File: config.mk
export PLATFORM = sky130hd
export DESIGN_NAME = button_gesture_classifier
export DESIGN_NICKNAME = d
export VERILOG_FILES = /design/src/bgc_pkg.sv /design/src/bgc_cfg_regs.sv /design/src/bgc_core.sv /design/src/button_gesture_classifier.sv
export SDC_FILE = /design/constraint.sdc
export NUM_CORES = 1
export LEC_CHECK = 0
export BUFFER_PORTS_ARGS = -buffer_cell sky130_fd_sc_hd__buf_2
export CAP_MARGIN = 20
export CORE_ASPECT_RATIO = 1.2
export CORE_MARGIN = 5
export CORE_UTILIZATION = 65
export DETAILED_ROUTE_END_ITERATION = 7
export GPL_TIMING_DRIVEN = 0
export PLACE_DENSITY_LB_ADDON = 0.3
export SLEW_MARGIN = 20
export SYNTH_ARGS = -nofsm -noshare
export SYNTH_HDL_FRONTEND = slang
export SYNTH_SLANG_ARGS = --single-unit
File: constraint.sdc
create_clock -name clk_i -period 11 [get_ports clk_i]
set_input_delay 1.1 -clock clk_i [delete_from_list [all_inputs] [get_ports clk_i]]
set_output_delay 1.1 -clock clk_i [all_outputs]
set_load 0.02 [all_outputs]
File: src/bgc_pkg.sv
// ----------------------------------------------------------------------------
// bgc_pkg
// Shared types and constants for the button gesture classifier.
// ----------------------------------------------------------------------------
package bgc_pkg;

  // Long-press levels the block can use (1 to 4)
  localparam int unsigned LEVELS = 4;

  // Threshold registers always present in the register map
  localparam int unsigned NumThr  = 4;
  localparam int unsigned ThrIdxW = 2;

  localparam int unsigned TimeW   = 32;
  localparam int unsigned WinW    = 16;
  localparam int unsigned CntW    = 3;
  localparam int unsigned HeW     = 7;
  localparam int unsigned EvW     = 3;
  localparam int unsigned TallyW  = 2;
  localparam int unsigned CfgIdxW = 4;
  localparam int unsigned CfgDatW = 16;

  localparam logic [CntW-1:0]   LevelsCnt = CntW'(LEVELS);
  localparam logic [TallyW-1:0] TallyMax  = 2'd3;
  localparam logic [TallyW-1:0] TallyTwo  = 2'd2;

  // Event codes
  localparam logic [EvW-1:0] EvNone     = 3'd0;
  localparam logic [EvW-1:0] EvLongBase = 3'd1;
  localparam logic [EvW-1:0] EvRelease  = 3'd5;
  localparam logic [EvW-1:0] EvDouble   = 3'd6;
  localparam logic [EvW-1:0] EvSingle   = 3'd7;

  // Handler enable bit positions beyond the long levels
  localparam logic [2:0] HeRelease = 3'd4;
  localparam logic [2:0] HeDouble  = 3'd5;
  localparam logic [2:0] HeSingle  = 3'd6;

  // Reset values of the configuration registers
  localparam logic [WinW-1:0] DebounceRst = 16'd30;
  localparam logic [WinW-1:0] DclickRst   = 16'd400;

  // Register indexes
  typedef enum logic [CfgIdxW-1:0] {
    CfgDebounce = 4'd0,
    CfgDclick   = 4'd1,
    CfgLvlCnt   = 4'd2,
    CfgThr0     = 4'd3,
    CfgThr1     = 4'd4,
    CfgThr2     = 4'd5,
    CfgThr3     = 4'd6,
    CfgHandler  = 4'd7
  } cfg_idx_e;

  typedef struct packed {
    logic [WinW-1:0]              debounce;
    logic [WinW-1:0]              dclick;
    logic [CntW-1:0]              lvl_cnt;
    logic [NumThr-1:0][WinW-1:0]  thr;
    logic [HeW-1:0]               handler_en;
  } cfg_t;

  typedef struct packed {
    logic [EvW-1:0] ev;
    logic           keep;
  } res_t;

endpackage

File: src/bgc_cfg_regs.sv
// ----------------------------------------------------------------------------
// bgc_cfg_regs
// Configuration register file: decodes writes and holds the settings.
// ----------------------------------------------------------------------------
module bgc_cfg_regs
  import bgc_pkg::*;
(
  input  logic               clk_i,
  input  logic               rst_ni,
  input  logic               wr_en_i,
  input  logic [CfgIdxW-1:0] wr_idx_i,
  input  logic [CfgDatW-1:0] wr_data_i,
  output cfg_t               cfg_o
);

  cfg_t cfg_q, cfg_d;

  // Write decode; unknown indexes are dropped
  always_comb begin
    cfg_d = cfg_q;
    if (wr_en_i) begin
      unique case (wr_idx_i)
        CfgDebounce: cfg_d.debounce   = wr_data_i;
        CfgDclick:   cfg_d.dclick     = wr_data_i;
        CfgLvlCnt:   cfg_d.lvl_cnt    = wr_data_i[CntW-1:0];
        CfgThr0:     cfg_d.thr[0]     = wr_data_i;
        CfgThr1:     cfg_d.thr[1]     = wr_data_i;
        CfgThr2:     cfg_d.thr[2]     = wr_data_i;
        CfgThr3:     cfg_d.thr[3]     = wr_data_i;
        CfgHandler:  cfg_d.handler_en = wr_data_i[HeW-1:0];
        default:     cfg_d            = cfg_q;
      endcase
    end
  end

  always_ff @(posedge clk_i or negedge rst_ni) begin
    if (!rst_ni) begin
      cfg_q.debounce   <= DebounceRst;
      cfg_q.dclick     <= DclickRst;
      cfg_q.lvl_cnt    <= '0;
      cfg_q.thr        <= '0;
      cfg_q.handler_en <= '0;
    end else begin
      cfg_q <= cfg_d;
    end
  end

  assign cfg_o = cfg_q;

endmodule

File: src/bgc_core.sv
// ----------------------------------------------------------------------------
// bgc_core
// Gesture state and the single-pass classification of one sample.
// ----------------------------------------------------------------------------
module bgc_core
  import bgc_pkg::*;
(
  input  logic             clk_i,
  input  logic             rst_ni,
  input  logic             step_i,
  input  logic             pin_i,
  input  logic [TimeW-1:0] now_i,
  input  cfg_t             cfg_i,
  output res_t             res_o
);

  logic [TallyW-1:0] tally_q, tally_d;
  logic [TimeW-1:0]  press_q, press_d;
  logic [TimeW-1:0]  prior_q, prior_d;
  logic              await_q, await_d;
  logic              long_q, long_d;

  logic [CntW-1:0]    n_use;
  logic [ThrIdxW-1:0] top;
  logic [TimeW-1:0]   held;
  logic [TimeW-1:0]   gap;
  logic [NumThr-1:0]  hit;
  logic               found;
  logic [ThrIdxW-1:0] lvl;
  res_t               res;

  // Levels in use, clamped to the build limit
  assign n_use = (cfg_i.lvl_cnt > LevelsCnt) ? LevelsCnt : cfg_i.lvl_cnt;
  assign top   = ThrIdxW'(n_use - CntW'(1));
  assign held  = now_i - press_q;
  assign gap   = now_i - prior_q;

  // Highest threshold met on release
  always_comb begin
    found = 1'b0;
    lvl   = '0;
    for (int k = 0; k < NumThr; k++) begin
      hit[k] = (CntW'(k) < n_use) && (held >= {16'd0, cfg_i.thr[k]});
    end
    for (int k = 0; k < NumThr; k++) begin
      if (hit[k]) begin
        found = 1'b1;
        lvl   = ThrIdxW'(k);
      end
    end
  end

  // Classification and next state
  always_comb begin
    tally_d  = tally_q;
    press_d  = press_q;
    prior_d  = prior_q;
    await_d  = await_q;
    long_d   = long_q;
    res.ev   = EvNone;
    res.keep = 1'b1;
    if (pin_i) begin
      if (!await_q) begin
        press_d = now_i;
        if (tally_q != TallyMax) tally_d = tally_q + TallyW'(1);
        await_d = 1'b1;
        long_d  = 1'b0;
      end else if (!long_q && (n_use != '0)) begin
        // long press fires while still held
        if ((held >= {16'd0, cfg_i.thr[top]}) && cfg_i.handler_en[3'(top)]) begin
          long_d   = 1'b1;
          tally_d  = '0;
          await_d  = 1'b0;
          res.ev   = EvLongBase + EvW'(top);
          res.keep = 1'b0;
        end
      end
    end else if (tally_q == '0) begin
      // release with no counted press
      if (long_q) begin
        long_d = 1'b0;
        if (cfg_i.handler_en[HeRelease]) res.ev = EvRelease;
      end
      res.keep = 1'b0;
    end else if (held < {16'd0, cfg_i.debounce}) begin
      res.keep = 1'b0;
    end else if (await_q) begin
      await_d = 1'b0;
      prior_d = now_i;
      if (long_q) begin
        long_d   = 1'b0;
        res.keep = 1'b0;
      end else if (found) begin
        if (cfg_i.handler_en[3'(lvl)]) begin
          tally_d  = '0;
          res.ev   = EvLongBase + EvW'(lvl);
          res.keep = 1'b0;
        end
      end else if (tally_q == TallyTwo) begin
        tally_d = '0;
        if (cfg_i.handler_en[HeDouble]) res.ev = EvDouble;
      end
    end else if (gap > {16'd0, cfg_i.dclick}) begin
      // double-click window ran out
      tally_d = '0;
      if (cfg_i.handler_en[HeSingle]) res.ev = EvSingle;
    end
  end

  always_ff @(posedge clk_i or negedge rst_ni) begin
    if (!rst_ni) begin
      tally_q <= '0;
      press_q <= '0;
      prior_q <= '0;
      await_q <= 1'b0;
      long_q  <= 1'b0;
    end else if (step_i) begin
      tally_q <= tally_d;
      press_q <= press_d;
      prior_q <= prior_d;
      await_q <= await_d;
      long_q  <= long_d;
    end
  end

  assign res_o = res;

`ifndef SYNTH
  // a held press always has a counted press behind it
  a_await_tally: assert property (@(posedge clk_i) disable iff (!rst_ni)
    await_q |-> (tally_q != '0))
    else $error("press held with zero tally");

  // state only moves on a step
  a_hold_idle: assert property (@(posedge clk_i) disable iff (!rst_ni)
    !step_i |=> ($stable(tally_q) && $stable(await_q) && $stable(long_q)))
    else $error("state changed without an item");

  // long press on hold leaves the fired flag set and the press closed
  a_long_hold: assert property (@(posedge clk_i) disable iff (!rst_ni)
    (step_i && pin_i && (res.ev != EvNone)) |=> (long_q && !await_q && (tally_q == '0)))
    else $error("long press on hold left wrong state");

  // release event only comes from an empty tally
  a_release: assert property (@(posedge clk_i) disable iff (!rst_ni)
    (step_i && (res.ev == EvRelease)) |-> (!pin_i && (tally_q == '0) && long_q))
    else $error("release event from a counted press");

  // double click clears the tally
  a_double: assert property (@(posedge clk_i) disable iff (!rst_ni)
    (step_i && (res.ev == EvDouble)) |=> (tally_q == '0))
    else $error("double click kept the tally");
`endif

endmodule

File: src/button_gesture_classifier.sv
// ----------------------------------------------------------------------------
// button_gesture_classifier
// Sorts sampled push-button levels into click, double-click and long-press
// events, one result item per input item.
// ----------------------------------------------------------------------------
// Datapath: the input register feeds one classification pass into the result
//   register. Throughput: one item per cycle while the output is not stalled;
//   the gesture state updates in one pass.
// Reset: asynchronous, active low; clears gesture state and both pipeline
//   valid flags, and loads the configuration defaults.
module button_gesture_classifier
  import bgc_pkg::*;
(
  input  logic               clk_i,
  input  logic               rst_ni,
  input  logic               cfg_valid_i,
  output logic               cfg_ready_o,
  input  logic [CfgIdxW-1:0] cfg_index_i,
  input  logic [CfgDatW-1:0] cfg_data_i,
  input  logic               in_valid_i,
  output logic               in_ready_o,
  input  logic               pin_pressed_i,
  input  logic [TimeW-1:0]   now_ms_i,
  output logic               out_valid_o,
  input  logic               out_ready_i,
  output logic [EvW-1:0]     event_code_o,
  output logic               keep_polling_o
);

  cfg_t             cfg;
  res_t             res;
  logic             in_valid_q;
  logic             pin_q;
  logic [TimeW-1:0] now_q;
  logic             out_valid_q;
  res_t             out_q;
  logic             advance;
  logic             step;

  assign cfg_ready_o = 1'b1;

  bgc_cfg_regs u_cfg (
    .clk_i     (clk_i),
    .rst_ni    (rst_ni),
    .wr_en_i   (cfg_valid_i),
    .wr_idx_i  (cfg_index_i),
    .wr_data_i (cfg_data_i),
    .cfg_o     (cfg)
  );

  // Pipeline flow control
  assign advance    = !out_valid_q || out_ready_i;
  assign step       = in_valid_q && advance;
  assign in_ready_o = !in_valid_q || advance;

  // Input register
  always_ff @(posedge clk_i or negedge rst_ni) begin
    if (!rst_ni) begin
      in_valid_q <= 1'b0;
    end else if (in_ready_o) begin
      in_valid_q <= in_valid_i;
    end
  end

  always_ff @(posedge clk_i) begin
    if (in_ready_o && in_valid_i) begin
      pin_q <= pin_pressed_i;
      now_q <= now_ms_i;
    end
  end

  bgc_core u_core (
    .clk_i  (clk_i),
    .rst_ni (rst_ni),
    .step_i (step),
    .pin_i  (pin_q),
    .now_i  (now_q),
    .cfg_i  (cfg),
    .res_o  (res)
  );

  // Result register
  always_ff @(posedge clk_i or negedge rst_ni) begin
    if (!rst_ni) begin
      out_valid_q <= 1'b0;
    end else if (advance) begin
      out_valid_q <= in_valid_q;
    end
  end

  always_ff @(posedge clk_i) begin
    if (step) begin
      out_q <= res;
    end
  end

  assign out_valid_o    = out_valid_q;
  assign event_code_o   = out_q.ev;
  assign keep_polling_o = out_q.keep;

endmodule
==> out/results.ini <==
[synth]
synth-adder-area-share = 0.1486
synth-simple-area-share = 0.1288
yosysSeqAreaShare = 0.3620
yosysTopAreaCell = dfrtp_1
ys_seq_elements = 213
synth.area.top_cells = dfrtp_1, ha_1, edfxtp_1
postSynth.asyncResetShare = 0.8263
syn_area_per_cell_um2 = 9.322
synth_warnings = 0
synth_xor_xnor_area_share = 0.02124
netlist_area_um2 = 15260
synth_cell_types = 80
synth_top_family_by_area = compound AO/OA/AOI/OAI gates
synth_compound_area_frac = 0.1758
synth_edf_count = 37
synth_ff_type = dfrtp_1
synth_top_area_share = 0.2771
syn_nets = 1875
syn_inst = 1637
yosys-mux-area-fraction = 0.09987

[pwr]
p_comb_frac = 0.617
seqPwrFrac = 0.220
p_per_area_nw_per_um2 = 314.9
switching_share = 0.4500
clockPowerShare = 0.164
cellInternalPower_mw = 2.930
peakVddDrop_mv = 0.1995
totalPowerFinal_mw = 5.328
switchingPower_mw = 2.398
p_leak_nw = 7.851

[worst_setup_path]
critPathSlowestCell = clkbuf_1
crit_top_cell = a21o_1
r2r_cells = 21
r2r_start = u_cfg.cfg_o[73]
startpoint = u_cfg.cfg_o[73]
critPathBufInv = 5
endpoint_kind = flip-flop
endpoint = event_code_o[1]
path_max_fanout = 10
r2r_slack_ns = 4.09
required_ns = 11.28
cp.depth = 21
cp-start-kind = flip-flop
crit_type = reg -> reg
worstPathCellList = nor2b_1 -> buf_1 -> clkbuf_1 -> inv_1 -> ha_1 -> buf_1 -> buf_1 -> mux4_2 -> ha_1 -> nand2b_1 -> a21o_1 -> a21o_1 -> a21o_1 -> a21o_1 -> a21o_1 -> a211o_1 -> a21oi_1 -> a21oi_1 -> nor2b_1 -> a22oi_1 -> or3b_1
crit_family = buffers and inverters
cp_slowest_stage_delay_ns = 0.75
cp_data_arrival_time_ns = 7.18
r2r_end = event_code_o[1]

[routing]
postRouteAntennaNets = 0
viasPerCell = 6.140
wl_um = 39350
initialDrtViolationCount = 725
vias = 12666
drt_first_pass_iters = 5
drc = 0
wl_per_cell_um = 19.08

[sta]
setup_ws_ns = 4.091
worst_pin_slew_ns = 1.254
rsz0062_at_grt = false
fmax_mhz = 144.7
fin_crit_ns = 6.909
fin_crit_sh = 0.6280
setup_violations = 0
fin_worst_skew_ns = 0.01287
max_slew_margin = 0.1423
setup_tns_ns = 0
slew_viol_final = 0
final_hold_viol_count = 0

[die]
die_x_um = 149.9
core_um2 = 23130
core.rowCount = 61
start_util = 0.6598
die_h_um = 177.8
die_area_um2 = 26650
io-pin-count = 65

[clock_network]
holdBufCountCts = 0
post_cts_resized = 0
clkSinkCount = 213
post_cts_buffers = 0
cts_root_buf = clkbuf_16
clk_path_buf_depth = 3
clk-insertion-delay-late_ns = 0.54
cts_max_level = 1
cts_tree = built
clk_pin_slew_worst_paths_ns = 0.06
numCtsBuffers = 25

[global_routing]
grt_max_degree = 78
track_usage = 0.3009
use_met3 = 0.03244
grt_pass1_wl_um = 64190
globalRouteMet2Util = 0.5243
grt_pass1_vias = 13101
overflow = 0
antenna_found_initial = 0
grtUsageMet1 = 0.3607
grt-busiest-layer = met2

[flow_run]
cap_violations = 0

[finish]
fin_util = 0.7316
area_growth_pct = 10.87
diodes = 0
multiInputGateArea_um2 = 8768
final_nets = 1967
ff_latch_area_um2 = 5524
drive_gt1_frac = 0.1430
fillers = 1734
layout_common_cells = inv_1, ha_1, dfrtp_1
final_common_cell = inv_1

[placement]
hpwl_um = 30480
pre_cts_ws_ns = 4.013
place.gp.congestion = 0.9509
portBuffers = 62

[min_path]
hold_path.class = in -> async

[run_status]
status = finished clean

==> state kept, by name (all words and copies together) (netlist names) <==
register        cells
pin_q               1
out_valid_o         1
u_core.await_q      1
now_q              32
u_core.prior_q     32
u_core.long_q       1
keep_polling_o      1
u_cfg.cfg_o       106
u_core.press_q     32
event_code_o        3
in_valid_q          1
u_core.tally_q      2
==> worst min-delay path by stage <==
stage                     depth (start not counted)               to
after CTS                                         1  u_cfg.cfg_o[56]
after global routing                              1  u_cfg.cfg_o[56]
final                                             1  u_cfg.cfg_o[56]
after global placement                            1      out_valid_o
after detailed placement                          1      out_valid_o
after floorplan                                   1      out_valid_o
==> power by group through the flow <==
stage / registers (mW) / logic [mW] / clock network (mW)
floorplan: 1.14 / 2.42 / 0
global placement: 1.16 / 3.05 / 0
detailed placement: 1.18 / 3.21 / 0
CTS: 1.17 / 3.25 / 0.883
global route: 1.19 / 3.70 / 0.914
finish: 1.17 / 3.29 / 0.871
==> cell type report <==
type,count,share of cell area
well taps,315,0.02330
clock inverters,17,0.01228
clock buffers,29,0.03905
inverters,194,0.04304
multi-input cells,1172,0.5183
flip-flops and latches,213,0.3265
plain buffers,58,0.01420
repair buffers,65,0.02337
==> metal layers <==
layer | vias to the layer above | routed length [um]
li1 | 6026 | -
met1 | 6120 | 15460
met2 | 392 | 19570
met3 | 128 | 1874
met4 | 0 | 2454
met5 | - | 0
==> cell families after synthesis <==
family	Yosys count
other	1
XOR/XNOR	37
flip-flops	213
AND/OR/NAND/NOR	404
multiplexers	119
AO/OA/AOI/OAI	431
adder cells (fa/ha/maj)	180
buffers and inverters	252
==> per-stage QoR <==
stage | hold slack, ns | instance area [um^2] | instances
after floorplan | 0.4504 | 15260 | 1637
after detailed placement | 0.4683 | 16050 | 2017
after global routing | 0.4325 | 16920 | 2063
after global placement | 0.4535 | 15960 | 2014
final | 0.4181 | 16920 | 2063
after CTS | 0.4172 | 16920 | 2063
==> worst register-to-register path, stage by stage (launching register included) <==
cell and delay [ns]:
dfrtp_1 0.47, nor2b_1 0.14, buf_1 0.65, clkbuf_1 0.75
inv_1 0.15, ha_1 0.32, buf_1 0.43, buf_1 0.57
mux4_2 0.42, ha_1 0.27, nand2b_1 0.14, a21o_1 0.18
a21o_1 0.17, a21o_1 0.17, a21o_1 0.18, a21o_1 0.18
a211o_1 0.31, a21oi_1 0.25, a21oi_1 0.15, nor2b_1 0.21
a22oi_1 0.18, or3b_1 0.36
==> Yosys cell counts, drive strengths merged (27+ instances only) <==
cell type,count
nand4,27
clkbuf,42
a21o,58
edfxtp,37
mux2,96
a21oi,100
dfrtp,169
o21ai,152
ha,178
nand2,168
nor2,61
inv,194
Note: power is estimated with default switching activity, not from simulation.
